**src/hw/rtl/pvf_pkg.sv**
```systemverilog
package pvf_pkg;

  localparam int unsigned VidW  = 12;
  localparam int unsigned PrioW = 3;
  localparam int unsigned TciW  = 16;
  localparam int unsigned KindW = 3;
  localparam int unsigned StatW = 2;
  localparam int unsigned ActW  = 2;

  localparam logic [VidW-1:0] VidMaxValid = 12'd4094;
  localparam int unsigned     PrioShift   = 13;

  localparam logic [KindW-1:0] KIND_INGRESS = 3'd0;
  localparam logic [KindW-1:0] KIND_EGRESS  = 3'd1;
  localparam logic [KindW-1:0] KIND_ADD     = 3'd2;
  localparam logic [KindW-1:0] KIND_DEL     = 3'd3;
  localparam logic [KindW-1:0] KIND_SETPV   = 3'd4;
  localparam logic [KindW-1:0] KIND_MARK    = 3'd5;

  localparam logic [StatW-1:0] STAT_OK   = 2'd0;
  localparam logic [StatW-1:0] STAT_DROP = 2'd1;
  localparam logic [StatW-1:0] STAT_REJ  = 2'd2;

  localparam logic [ActW-1:0] ACT_NONE   = 2'd0;
  localparam logic [ActW-1:0] ACT_STRIP  = 2'd1;
  localparam logic [ActW-1:0] ACT_INSERT = 2'd2;

  // classified transaction handed from front to back
  typedef struct packed {
    logic [KindW-1:0] kind;
    logic             ok;       // update VID acceptable
    logic             chk;      // membership lookup needed
    logic             zdrop;    // VID resolved to zero
    logic             inrange;  // VID inside the membership table
    logic [VidW-1:0]  ovid;
    logic [PrioW-1:0] oprio;
    logic [ActW-1:0]  act;
    logic [TciW-1:0]  tci;
  } pvf_entry_t;

  typedef struct packed {
    logic            busy;
    logic [VidW-1:0] port_vlan;
  } pvf_back_stat_t;

endpackage

```
**src/hw/rtl/pvf_queue.sv**
```systemverilog
module pvf_queue (
  input  logic                clk_i,
  input  logic                rst_ni,
  input  logic                push_i,
  input  pvf_pkg::pvf_entry_t push_data_i,
  input  logic                pop_i,
  output pvf_pkg::pvf_entry_t head_o,
  output logic                empty_o,
  output logic                full_o
);
  import pvf_pkg::*;

  pvf_entry_t slot_q [2];
  logic       wr_ptr_q, wr_ptr_d;
  logic       rd_ptr_q, rd_ptr_d;
  logic [1:0] cnt_q, cnt_d;

  assign empty_o = (cnt_q == 2'd0);
  assign full_o  = (cnt_q == 2'd2);
  assign head_o  = slot_q[rd_ptr_q];

  always_comb begin
    wr_ptr_d = wr_ptr_q;
    rd_ptr_d = rd_ptr_q;
    cnt_d    = cnt_q;
    if (push_i && !full_o) begin
      wr_ptr_d = ~wr_ptr_q;
      cnt_d    = cnt_d + 2'd1;
    end
    if (pop_i && !empty_o) begin
      rd_ptr_d = ~rd_ptr_q;
      cnt_d    = cnt_d - 2'd1;
    end
  end

  always_ff @(posedge clk_i or negedge rst_ni) begin
    if (!rst_ni) begin
      wr_ptr_q <= 1'b0;
      rd_ptr_q <= 1'b0;
      cnt_q    <= 2'd0;
    end else begin
      wr_ptr_q <= wr_ptr_d;
      rd_ptr_q <= rd_ptr_d;
      cnt_q    <= cnt_d;
    end
  end

  always_ff @(posedge clk_i) begin
    if (push_i && !full_o) begin
      slot_q[wr_ptr_q] <= push_data_i;
    end
  end

endmodule

```
**config.mk**
```make
export PLATFORM = sky130hd
export DESIGN_NAME = pvf_queue
export DESIGN_NICKNAME = d
export VERILOG_FILES = /design/src/hw/rtl/pvf_pkg.sv /design/src/hw/rtl/pvf_queue.sv
export SDC_FILE = /design/constraint.sdc
export NUM_CORES = 1
export LEC_CHECK = 0
export BUFFER_PORTS_ARGS = -buffer_cell sky130_fd_sc_hd__buf_2
export CAP_MARGIN = 20
export CORE_MARGIN = 2
export CORE_UTILIZATION = 55
export DETAILED_ROUTE_END_ITERATION = 16
export GPL_TIMING_DRIVEN = 0
export PLACE_DENSITY = 0.83
export SETUP_SLACK_MARGIN = 0.1
export SYNTH_ARGS = -nofsm -noshare
export SYNTH_HDL_FRONTEND = slang
export SYNTH_SLANG_ARGS = --single-unit
export TNS_END_PERCENT = 100
```
**constraint.sdc**
```tcl
create_clock -name clk_i -period 5.58 [get_ports clk_i]
set_clock_uncertainty 0.1 [all_clocks]
set_input_delay 0.279 -clock clk_i [delete_from_list [all_inputs] [get_ports clk_i]]
set_output_delay 0.279 -clock clk_i [all_outputs]
set_load 0.02 [all_outputs]
```
==> impl_table.tex <==
\begin{tabular}{lr}
\hline
Metric & Value \\
\hline
\multicolumn{2}{l}{\textbf{Logic synthesis}} \\
\quad Main area contributors after synthesis & sky130\_fd\_sc\_hd\_\_edfxtp\_1 (76\%), sky130\_fd\_sc\_hd\_\_mux2\_2 (13\%), sky130\_fd\_sc\_hd\_\_dfrtp\_1 (3.2\%) \\
\quad Fraction of post-synthesis cell area in the top cell type by area & 75.98\% \\
\quad Synthesized area per cell & 21.22 sq um \\
\quad Number of warning messages in the yosys log & 0 \\
\quad Predominant post-synthesis flop cell & sky130\_fd\_sc\_hd\_\_edfxtp\_1 \\
\quad Syn nets & 195 \\
\quad Number of synthesized register bits & 84 \\
\quad Count of flip-flops with a built-in enable after synthesis & 80 \\
\quad Post-synthesis sequential area ratio & 79.15\% \\
\quad Most frequent cell after synthesis & sky130\_fd\_sc\_hd\_\_edfxtp\_1 \\
\quad List of most frequent post-synthesis cells & sky130\_fd\_sc\_hd\_\_edfxtp\_1 (80), sky130\_fd\_sc\_hd\_\_mux2\_2 (37), sky130\_fd\_sc\_hd\_\_buf\_4 (4), sky130\_fd\_sc\_hd\_\_dfrtp\_1 (4), sky130\_fd\_sc\_hd\_\_xnor2\_1 (4) \\
\quad Biggest area consumer among synthesized cells & sky130\_fd\_sc\_hd\_\_edfxtp\_1 \\
\quad Syn Std Cell Area & 3162 sq um \\
\quad Proportion of register bits with asynchronous set or reset after synthesis & 4.762\% \\
\quad Post-Synthesis Cells & 149 \\
\quad Count of different cell masters after synthesis & 21 \\
\multicolumn{2}{l}{\textbf{CTS}} \\
\quad Post-CTS Resized & 0 \\
\quad TritonCTS clock tree & done \\
\quad Later-pin clock latency in the skew report & 0.34 ns \\
\quad Maximum root-to-sink buffer count & 2 \\
\quad Buffers inserted by post-CTS timing repair & 0 \\
\quad Depth of the CTS H-tree & 3 \\
\quad Clock root buffer master & sky130\_fd\_sc\_hd\_\_clkbuf\_8 \\
\quad Clock buffers created by TritonCTS & 9 \\
\quad \# hold bufs at CTS & 1 \\
\quad CTS sink count & 84 \\
\quad Register clock-pin slew on the reported worst setup and hold paths & 0.08 ns \\
\multicolumn{2}{l}{\textbf{STA}} \\
\quad Setup repair after global routing missed its margin & false \\
\quad Headroom to the max-slew limit & 37.37\% \\
\quad Min cycle time layout & 2.201 ns \\
\quad Total of endpoints with negative setup slack in the final report & 0 \\
\quad Number of slew-limit violations in the final report & 0 \\
\quad F\_max & 0.4543 GHz \\
\quad Aggregate negative setup slack & 0 ns \\
\quad Final hold viol count & 0 \\
\quad Worst slew pin tran & 0.9395 ns \\
\quad Share of the clock period used by the worst path after layout & 39.44\% \\
\multicolumn{2}{l}{\textbf{Setup path}} \\
\quad Critical path class & register to register \\
\quad Reg-to-reg critical path endpoint & slot\_q[1][10] \\
\quad Delay of the slowest cell on the worst path & 0.78 ns \\
\quad Top fanout value on the critical path & 40 \\
\quad Critical Path Start Type & register \\
\quad R2R Path Start & cnt\_q[0] \\
\quad Critical path capture point type & register \\
\quad Number of cells traversed by the worst register-to-register path & 4 \\
\quad Crit-path leading delay family & simple AND/OR/NAND/NOR gates \\
\quad Critical path data arrival time & 2.06 ns \\
\quad Worst path buffer plus inverter count & 1 \\
\quad WP data required & 5.44 ns \\
\quad Reg-to-reg slack, setup & 3.38 ns \\
\quad CP max-delay cell & sky130\_fd\_sc\_hd\_\_and2\_2 \\
\quad CP Cell Sequence & inv\_1 > ha\_1 > nor2b\_4 > and2\_2 \\
\multicolumn{2}{l}{\textbf{Final layout}} \\
\quad Share of layout cells above drive strength 1 & 58.73\% \\
\quad Sequential cell area & 2502 sq um \\
\quad Final core occ & 71.36\% \\
\quad Filler Cell Count & 361 \\
\quad Area growth from synthesis to final layout & 25.05\% \\
\quad Layout net count & 293 \\
\quad Number of antenna repair diodes & 0 \\
\quad Area of the multi-input gates & 624.3 sq um \\
\multicolumn{2}{l}{\textbf{GRT}} \\
\quad Largest net degree at the start of global routing & 41 \\
\quad Initial antenna violation count & 0 \\
\quad Tot GR Track Use & 17.17\% \\
\quad Grt ovf & 0 \\
\quad Global-route wire length before repair & 7.769 mm \\
\quad Via count of the first global-routing pass & 1605 \\
\multicolumn{2}{l}{\textbf{Floorplanning}} \\
\quad Number of top-level design ports & 86 \\
\quad Site Rows & 27 \\
\quad DIE HEIGHT & 79.82 um \\
\quad Standard cell core area & 5540 sq um \\
\quad Die X & 79.82 um \\
\quad Effective utilization at floorplan & 57.07\% \\
\quad Die footprint & 6371 sq um \\
\multicolumn{2}{l}{\textbf{Drt}} \\
\quad 1st-pass router iterations & 6 \\
\quad Remaining DRCs & 0 \\
\quad DR WL/cell & 15.79 um \\
\quad Total Wirelength & 5.117 mm \\
\quad Vias post-DR & 1637 \\
\quad Number of DRC markers after the initial detailed-route iteration & 49 \\
\quad Residual antenna-violating net count after detailed routing & 0 \\
\quad Number of vias per cell after detailed routing & 5.052 \\
\multicolumn{2}{l}{\textbf{Status}} \\
\quad Run status & complete, no violations \\
\multicolumn{2}{l}{\textbf{Worst hold path}} \\
\quad Instance count along the most critical hold path & 1 \\
\quad Hold path endpoint & slot\_q[0][2] \\
\quad Min-delay worst type & input pin to register \\
\quad Worst Hold Launch & push\_data\_i[2] \\
\multicolumn{2}{l}{\textbf{Flow run}} \\
\quad Max\_cap viols & 0 \\
\multicolumn{2}{l}{\textbf{Placement}} \\
\quad Final weighted congestion of routability-driven global placement & 0.7409 \\
\quad Half-perimeter wire length of the detailed placement result & 3.375 mm \\
\quad Number of input and output port buffers inserted & 85 \\
\multicolumn{2}{l}{\textbf{Power}} \\
\quad P per Cell Area & 545.4 nW/um\^{}2 \\
\quad Total leakage power & 1.522 nW \\
\quad Maximum vdd drop & 0.4377 mV \\
\hline
\end{tabular}
==> layer usage <==
metal	share of wire, %	vias up	wire [um]	GRT usage (%)
met1	40	798	2067	19.97
met5	0	-	0	0
met4	1.4	0	71	9.661
met3	5.3	11	270	3.959
li1	-	779	-	-
met2	53	49	2709	29.33
==> power by group <==
group | switching, W | internal [W]
Clock | 0.000201 | 0.000296
Sequential | 0.0000411 | 0.000863
Combinational | 0.000441 | 0.000314
==> worst register-to-register path, delay by kind of cell, from the launching register on <==
family	cells	cell delay, ns
adders and majority gates	1	0.26
DFF	1	0.43
and+or+nand+nor	2	0.93
buffers and inverters	1	0.09
==> per-stage QoR <==
step / cell area (sq um) / total power, W / hold WS, ns / instances / worst slack, ns
floorplan: 3162 / 0.001446 / -0.1166 / 149 / 2.338
global placement: 3677 / 0.001655 / -0.008910 / 306 / 1.543
detailed placement: 3705 / 0.001680 / -0.009249 / 307 / 3.369
CTS: 3954 / 0.002180 / 0.006001 / 324 / 3.342
global route: 3954 / 0.002264 / 0.006007 / 324 / 3.215
finish: 3954 / 0.002156 / 0.01978 / 324 / 3.379
==> layout by cell type (no fill, tap or decap), drive strengths merged, types with 2 or more instances in the layout <==
master  synthesis  routed
buf             5      91
edfxtp         80      80
mux2           40      40
clkbuf          0       9
xnor2           4       4
dfrtp           4       4
clkinv          0       4
bufinv          0       3
inv             2       2
ha              2       2
nand2b          2       2
and3b           2       2
==> area by class of cell <==
| type | instances | share of cell area [%] |
|---|---|---|
| Sequential cell | 84 | 63.29 |
| Multi-Input combinational cell | 58 | 15.79 |
| Timing Repair Buffer | 87 | 11.52 |
| Clock buffer | 9 | 3.133 |
| Clock inverter | 7 | 2.911 |
| Tap cell | 72 | 2.278 |
| Buffer | 5 | 0.8861 |
| Inverter | 2 | 0.1899 |
==> worst max path at each step <==
stage / slack (ns) / from / cells after the start / to
3_3_place_gp: 1.54 / cnt_q[0] / 4 / slot_q[0][13]
6_report: 3.38 / cnt_q[0] / 4 / slot_q[1][10]
2_1_floorplan: 2.34 / cnt_q[0] / 4 / slot_q[0][0]
5_1_grt: 3.21 / cnt_q[0] / 4 / slot_q[1][10]
4_1_cts: 3.34 / cnt_q[0] / 4 / slot_q[1][14]
3_5_place_dp: 3.37 / cnt_q[0] / 4 / slot_q[1][11]
==> state kept, by name, summed over array words and instances (netlist names) <==
register  flops
slot_q       80
wr_ptr_q      1
rd_ptr_q      1
cnt_q         2
==> logic make-up after synthesis <==
| logic type | count (synthesis) | synth area share (%) |
|---|---|---|
| simple gates | 9 | 2.533 |
| xor+xnor | 4 | 1.108 |
| mux | 41 | 14.56 |
| flops | 84 | 79.15 |
| buf+inv | 7 | 1.345 |
| compound gates | 2 | 0.5146 |
| fa+ha+maj | 2 | 0.7913 |
Power figures use the tool's default switching activity.
