## src/hw/rtl/pvf_pkg.sv

```systemverilog
package pvf_pkg;

  localparam int unsigned VidW  = 12;
  localparam int unsigned PrioW = 3;
  localparam int unsigned TciW  = 16;
  localparam int unsigned KindW = 3;
  localparam int unsigned StatW = 2;
  localparam int unsigned ActW  = 2;

  localparam logic [VidW-1:0] VidMaxValid = 12'd4094;
  localparam int unsigned     PrioShift   = 13;

  localparam logic [KindW-1:0] KIND_INGRESS = 3'd0;
  localparam logic [KindW-1:0] KIND_EGRESS  = 3'd1;
  localparam logic [KindW-1:0] KIND_ADD     = 3'd2;
  localparam logic [KindW-1:0] KIND_DEL     = 3'd3;
  localparam logic [KindW-1:0] KIND_SETPV   = 3'd4;
  localparam logic [KindW-1:0] KIND_MARK    = 3'd5;

  localparam logic [StatW-1:0] STAT_OK   = 2'd0;
  localparam logic [StatW-1:0] STAT_DROP = 2'd1;
  localparam logic [StatW-1:0] STAT_REJ  = 2'd2;

  localparam logic [ActW-1:0] ACT_NONE   = 2'd0;
  localparam logic [ActW-1:0] ACT_STRIP  = 2'd1;
  localparam logic [ActW-1:0] ACT_INSERT = 2'd2;

  // classified transaction handed from front to back
  typedef struct packed {
    logic [KindW-1:0] kind;
    logic             ok;       // update VID acceptable
    logic             chk;      // membership lookup needed
    logic             zdrop;    // VID resolved to zero
    logic             inrange;  // VID inside the membership table
    logic [VidW-1:0]  ovid;
    logic [PrioW-1:0] oprio;
    logic [ActW-1:0]  act;
    logic [TciW-1:0]  tci;
  } pvf_entry_t;

  typedef struct packed {
    logic            busy;
    logic [VidW-1:0] port_vlan;
  } pvf_back_stat_t;

endpackage

```

## src/hw/rtl/pvf_front.sv

```systemverilog
module pvf_front #(
  parameter int unsigned VID_COUNT = 4096
) (
  input  logic                clk_i,
  input  logic                rst_ni,
  input  logic                accept_i,
  input  logic [2:0]          kind_i,
  input  logic                is_tagged_i,
  input  logic [15:0]         tci_i,
  input  logic [11:0]         prior_vid_i,
  input  logic [2:0]          prior_priority_i,
  input  logic [11:0]         vid_i,
  input  logic                cfg_we_i,
  input  logic                cfg_wdata_i,
  input  logic [11:0]         port_vlan_i,
  output logic                push_o,
  output pvf_pkg::pvf_entry_t entry_o
);
  import pvf_pkg::*;

  localparam logic [VidW:0] VidLimit = (VidW+1)'(VID_COUNT);

  logic            dvlan_mode_q;
  logic [VidW-1:0] tag_vid;
  logic            uvid_storable;

  always_ff @(posedge clk_i or negedge rst_ni) begin
    if (!rst_ni) begin
      dvlan_mode_q <= 1'b0;
    end else if (cfg_we_i) begin
      dvlan_mode_q <= cfg_wdata_i;
    end
  end

  assign tag_vid       = tci_i[VidW-1:0];
  assign uvid_storable = (vid_i <= VidMaxValid) && ({1'b0, vid_i} < VidLimit);
  assign push_o        = accept_i;

  always_comb begin
    entry_o      = '0;
    entry_o.kind = kind_i;
    case (kind_i)
      KIND_INGRESS: begin
        if (is_tagged_i) begin
          entry_o.ovid  = (tag_vid != '0) ? tag_vid : port_vlan_i;
          entry_o.oprio = tci_i[PrioShift +: PrioW];
          entry_o.chk   = 1'b1;
          entry_o.act   = ACT_STRIP;
        end else if (port_vlan_i != '0) begin
          entry_o.chk = 1'b1;
          if (prior_vid_i != '0) begin
            entry_o.ovid  = prior_vid_i;
            entry_o.oprio = prior_priority_i;
          end else begin
            entry_o.ovid = port_vlan_i;
          end
        end
        entry_o.zdrop   = entry_o.chk && (entry_o.ovid == '0);
        entry_o.inrange = ({1'b0, entry_o.ovid} < VidLimit);
      end
      KIND_EGRESS: begin
        entry_o.ovid  = prior_vid_i;
        entry_o.oprio = prior_priority_i;
        if (prior_vid_i == '0) begin
          entry_o.act = ACT_NONE;
        end else if ((prior_vid_i == port_vlan_i) || dvlan_mode_q) begin
          entry_o.act = is_tagged_i ? ACT_STRIP : ACT_NONE;
        end else begin
          entry_o.act = ACT_INSERT;
          entry_o.tci = {prior_priority_i, 1'b0, prior_vid_i};
        end
      end
      KIND_ADD, KIND_DEL: begin
        entry_o.ovid = vid_i;
        entry_o.ok   = (vid_i != '0) && uvid_storable;
      end
      KIND_SETPV: begin
        entry_o.ovid = vid_i;
        entry_o.ok   = uvid_storable;
      end
      KIND_MARK: begin
        entry_o.ovid = vid_i;
        entry_o.ok   = (vid_i <= VidMaxValid);
      end
      default: begin
        entry_o.ovid = '0;
      end
    endcase
  end

endmodule

```

## config.mk

```make
export PLATFORM = sky130hd
export DESIGN_NAME = pvf_front
export DESIGN_NICKNAME = d
export VERILOG_FILES = /design/src/hw/rtl/pvf_pkg.sv /design/src/hw/rtl/pvf_front.sv
export SDC_FILE = /design/constraint.sdc
export NUM_CORES = 1
export LEC_CHECK = 0
export ABC_AREA = 1
export BUFFER_PORTS_ARGS = -buffer_cell sky130_fd_sc_hd__buf_2
export CAP_MARGIN = 20
export CORE_MARGIN = 4
export CORE_UTILIZATION = 25
export DETAILED_ROUTE_END_ITERATION = 10
export PLACE_DENSITY_LB_ADDON = 0.25
export REMOVE_ABC_BUFFERS = 1
export SLEW_MARGIN = 20
export SYNTH_ARGS = -nofsm -noshare
export SYNTH_HDL_FRONTEND = slang
export SYNTH_SLANG_ARGS = --single-unit
```

## constraint.sdc

```tcl
create_clock -name clk_i -period 1.46 [get_ports clk_i]
set_clock_uncertainty 0.15 [all_clocks]
set_input_delay 0.146 -clock clk_i [delete_from_list [all_inputs] [get_ports clk_i]]
set_output_delay 0.146 -clock clk_i [all_outputs]
set_load 0.01 [all_outputs]
```

==> impl_results.md, run 1 <==
- Die width: 83.2 microns
- Post-route ant nets: 0
- Synthesized instance count: 278
- Register area: 25.0 sq um
- Total grt overflow: 0
- Commonest non-fill, non-tap cell in the layout: buf_2
- Dpl cells: 501
- Crit-path max FO: 5
- Dpl hpwl: 5510 microns
- Die ar.: 6930 sq um
- Count of pins over their slew limit: 0
- Max Cap Violations: 0
- First-pass GRT wire length: 11,800 microns
- # fillers: 525
- Post-synth ARST share: 100%
- Hold_sp: accept_i
- IO Port Bufs: 100
- Worst r2r path cells: 3
- Highest clock rate: 568 MHz
- Placer congestion estimate: 0.907
- # rows: 27
- Final hold vios: 0
- Largest net degree at the start of global routing: 14
- Met3 wire length: 618 microns
- Vias: 2,563
- LEAKAGE: 0.00171 uW
- Final instance area: 3180 sq um
- Top FF cell, synth: dfrtp_1
- Worst EP arrival: 1470 ps
- Initial antenna violation count: 0
- Via-per-instance ratio: 4.98
- Area occupied by multi-input gates: 1590 sq um
- Min Hold Slack: 142 ps
- Cell Count, Final, Fillers Out: 515
- Fin crit share: 121%
- WL met2: 3780 microns
- Vias in the first global route: 2,623
- Final wirelength: 7380 microns
- RR Startpoint: dvlan_mode_q$_DFFE_PN0P_
- Largest registers: dvlan_mode_q x1
- Multiplexer share of the synthesized area: 0%
- Flip-flop and latch count after synthesis: 1
- HP Class: in2out
- Boundary Pins: 105
- Final nets: 509
- Max Used Layer: met4
- Cell variety after synth: 34
- Min setup slack post-route: -301 ps
- Cell Area, Synth: 1420 sq um
- Die height: 83.2 microns
- Critical path endpoint category: primary output
- Ys Warns: 0
- Initial Utilization: 25.7%
- Largest family of logic cells by synthesized area: simple AND/OR/NAND/NOR gates
- Drt drc: 0
- Ratio of cells with drive above 1 in the final layout: 64.3%
- Flop-to-flop setup slack: 450 ps
- WHS Path Cells: 0
- Layout area overhead: 125%
- Final Util: 57.8%
- Post-Synth XOR/XNOR Area: 6.19%
- Failing checks: negative setup slack
- Post-DR wirelength/cell: 14.3 microns
- Largest register FFs: 1
- Synth Area in Adders: 0%
- Pwr/cell area: 276 nW/um^2
- CP startpoint kind: input pin
- Critical path class: in2out
- Tot Pwr: 878 uW
- DRT iter0 DRCs: 182
- Most frequent cells in the layout: 76 x buf_2, 62 x buf_4, 47 x nand2_1
- Largest Register: dvlan_mode_q
- Synth Area in Simple Gates: 55.0%
- Post-synth EDFFs: 0
- Worst-Skew Late Latency: 0 ps
- Required time worst endpoint: 1160 ps
- Final Setup Violations: 34
- Placed cell areas: 2400 sq um
- Status: finished, violations left
- ANT cells: 0
- RSZ-0062 raised after global routing: true
- Global Route Usage Sum: 19.9%
- M1 WL: 2790 microns
- Hold endpoint: push_o
- Worst reg2reg path endpoint: dvlan_mode_q$_DFFE_PN0P_
- Synth Area in Compound Gates: 16.4%
- Detailed Routing Iterations Pass 1: 4
- Tmin final: 1760 ps
- Highest ir drop seen on vdd: 0.157 mV
- Core Footprint: 5510 sq um
- Avg Synthesized Cell Area: 5.09 sq um
- Sequential area share after synthesis: 1.77%
layout make-up:
cell class | instances | share of cell area [%]
inverter | 56 | 6.92
multi-input combinational | 213 | 49.8
sequential | 1 | 0.786
tap | 72 | 2.83
timing repair buffer | 173 | 39.6
where the power goes:
part | internal, uW | switching [uW]
Clock | 0 | 0
Combinational | 420 | 427
Sequential | 30.7 | 0.782
logic make-up after synthesis:
group                  Yosys count
AND/OR/NAND/NOR                165
buffers and inverters           68
AO/OA/AOI/OAI                   33
XOR/XNOR                        10
flip-flops                       1
other                            1
metrics by stage:
stage | setup TNS [ps] | setup slack [ps]
CTS | -4820 | -251
global placement | -8890 | -328
floorplan | -262 | -200
finish | -6530 | -301
detailed placement | -9780 | -354
global route | -9520 | -383
critical path: stages:
cell      delay [ps]
buf_8            100
nor2_4           110
nand2_4           90
nor2_4           220
a21oi_1          110
nor2_1           140
nor2_2            70
buf_4            140
o221ai_2         170
buf_2            170
synthesized netlist by cell type (all sizes together) (2+ instances only):
master	n	area (sq um)
buf	9	66.3
a21oi	5	25.0
xnor2	9	78.8
inv	53	199
nand3	24	125
clkbuf	3	11.3
nor2	51	240
nor4	4	25.0
o221ai	12	105
o21bai	2	15.0
clkinv	3	11.3
nand3b	4	30.0
nand2	73	287
o21ai	10	57.6
nand4	7	58.8
or2	2	12.5
worst max-delay path by stage:
| stage | slack [ps] | startpoint | endpoint |
|---|---|---|---|
| 6_report | -300 | prior_vid_i[8] | entry_o[30] |
| 5_1_grt | -380 | tci_i[8] | entry_o[34] |
| 4_1_cts | -250 | port_vlan_i[9] | entry_o[34] |
| 3_5_place_dp | -350 | prior_vid_i[7] | entry_o[34] |
| 3_3_place_gp | -330 | prior_vid_i[7] | entry_o[34] |
| 2_1_floorplan | -200 | kind_i[2] | entry_o[34] |
routing by layer:
layer  track usage, %  vias to the layer above
li1                 -                     1224
met1             24.1                     1194
met2             38.3                      126
met3             1.79                       19
met4             2.82                        0
met5                0                        -
what timing repair did:
| item | CTS | global route |
|---|---|---|
| cloned | 4 | 0 |
| pin swaps | 57 | 54 |
| endpoints found under the hold margin | 1 | 0 |
| gates resized for setup | 107 | 62 |
| hold buffers | 1 | 0 |
| endpoints found under the setup margin | 35 | 35 |
| buffers inserted | 5 | 5 |
No activity file was read; power rests on OpenSTA's default activity.
==> inputs of run 2 (changes only) <==
==> constraint.sdc (replaced) <==
create_clock -name clk_i -period 1.55 [get_ports clk_i]
set_clock_uncertainty 0.15 [all_clocks]
set_input_delay 0.155 -clock clk_i [delete_from_list [all_inputs] [get_ports clk_i]]
set_output_delay 0.155 -clock clk_i [all_outputs]
set_load 0.01 [all_outputs]
==> impl_results.md, run 2 (synthesized netlist as in run 1, its figures left out) <==
- Highest clock rate: 559 MHz
- Ratio of cells with drive above 1 in the final layout: 66.4% (+2.1 points)
- Largest register FFs: 1 (unchanged)
- RSZ-0062 raised after global routing: true
- Largest net degree at the start of global routing: 14 (unchanged)
- DRT iter0 DRCs: 183 (+0.55%)
- Post-route ant nets: 0 (unchanged)
- Vias: 2,579 (+0.62%)
- Commonest non-fill, non-tap cell in the layout: buf_2
- Status: finished, violations left
- Final nets: 516 (+1.4%)
- Vias in the first global route: 2,543 (-3.0%)
- Global Route Usage Sum: 19.3% (-0.58 points)
- Most frequent cells in the layout: 69 x buf_2, 52 x buf_4, 47 x buf_6
- Fin crit share: 115%
- Core Footprint: 5510 sq um (unchanged)
- Die ar.: 6930 sq um (unchanged)
- Layout area overhead: 143%
- Die height: 83.2 microns (unchanged)
- Highest ir drop seen on vdd: 0.159 mV (+0.89%)
- Worst-Skew Late Latency: 0 ps (unchanged)
- # fillers: 485 (-7.6%)
- Largest registers: dvlan_mode_q x1
- Pwr/cell area: 252 nW/um^2 (-8.9%)
- Min Hold Slack: 160 ps (+18.0 ps)
- DP Worst Slack: -268 ps (+85.8 ps)
- Final hold vios: 0 (unchanged)
- Boundary Pins: 105 (unchanged)
- IO Port Bufs: 100 (unchanged)
- Final Setup Violations: 33 (-2.9%)
- Min setup slack post-route: -239 ps (+61.8 ps)
- ANT cells: 0 (unchanged)
- Initial Utilization: 25.7% (unchanged)
- First-pass GRT wire length: 11,400 microns (-3.3%)
- CP startpoint kind: input pin
- Critical path class: in2out
- Final wirelength: 7730 microns (+4.6%)
- Crit-path max FO: 4 (-1)
- Detailed Routing Iterations Pass 1: 4 (unchanged)
- Largest Register: dvlan_mode_q
- # rows: 27 (unchanged)
- Via-per-instance ratio: 4.94 (-0.73%)
- Die width: 83.2 microns (unchanged)
- HP Class: in2out
- Tmin final: 1790 ps
- Required time worst endpoint: 1240 ps (+80 ps)
- LEAKAGE: 0.00179 uW (+4.4%)
- Worst EP arrival: 1480 ps (about the same)
- Drt drc: 0 (unchanged)
- Post-DR wirelength/cell: 14.8 microns (+3.2%)
- Initial antenna violation count: 0 (unchanged)
- Critical path endpoint category: primary output
- Max Cap Violations: 0 (unchanged)
- Dpl hpwl: 5510 microns (about the same)
- Placer congestion estimate: 0.921 (+1.6%)
- Failing checks: negative setup slack
- Total grt overflow: 0 (unchanged)
- Count of pins over their slew limit: 0 (unchanged)
run 2: layer usage:
layer,GRT usage (%),wire length [microns],part of all wire [%],vias up
met5,0,0,0,-
met4,3.71,222,2.9,0
met3,2.48,643,8.3,18
met2,35.1,3960,51,122
met1,24.2,2900,37,1200
li1,-,-,-,1239
run 2: cell type report:
cell class | instances | area, sq um | share of cell area, %
tap | 72 | 90.1 | 2.62
inverter | 56 | 226 | 6.58
sequential | 1 | 25.0 | 0.728
timing repair buffer | 181 | 1470 | 42.7
multi-input combinational | 212 | 1630 | 47.3
run 2: what timing repair did:
action | in CTS | in global routing
gates resized for setup | 87 | 123
setup endpoints to repair | 34 | 34
cloned | 2 | 1
buffers inserted | 9 | 11
hold buffers | 1 | 0
endpoints found under the hold margin | 1 | 0
pin swaps | 51 | 65
run 2: worst max-delay path, cell delays in order:
cell	delay, ps
buf_8	110
nor2_4	110
nand2_4	80
buf_6	130
nor2_4	160
nand3_2	90
nand2_1	60
nand2_1	60
nand2_2	100
clkinv_1	70
nand2_2	70
nor2_2	40
nand2_1	70
nor2_1	50
buf_2	130
run 2: path summary, 6_finish.rpt:
kind                                          start  depth (start not counted)  slack, ps                  endpoint
max                                  prior_vid_i[0]                         15       -240               entry_o[34]
min                                        accept_i                          0        160                    push_o
max reg2reg                dvlan_mode_q$_DFFE_PN0P_                          2        580  dvlan_mode_q$_DFFE_PN0P_
min reg2reg                dvlan_mode_q$_DFFE_PN0P_                          2        520  dvlan_mode_q$_DFFE_PN0P_
max in group asynchronous                    rst_ni                          2        840  dvlan_mode_q$_DFFE_PN0P_
min in group asynchronous                    rst_ni                          2        320  dvlan_mode_q$_DFFE_PN0P_
run 2: power by group:
group / switching (uW) / internal (uW)
Combinational: 414 / 422
Sequential: 0.745 / 28.9
Clock: 0 / 0
run 2: stage by stage:
stage | setup TNS (ps) | std cells | total power (uW) | area, sq um | utilization (%)
finish | -4970 | 522 | 865 | 3440 | 62.5
global route | -6950 | 522 | 926 | 3440 | 62.5
CTS | -2430 | 511 | 718 | 2860 | 51.9
detailed placement | -6740 | 500 | 609 | 2390 | 43.5
global placement | -6410 | 500 | 607 | 2390 | 43.5
floorplan | -128 | 266 | 275 | 1340 | -
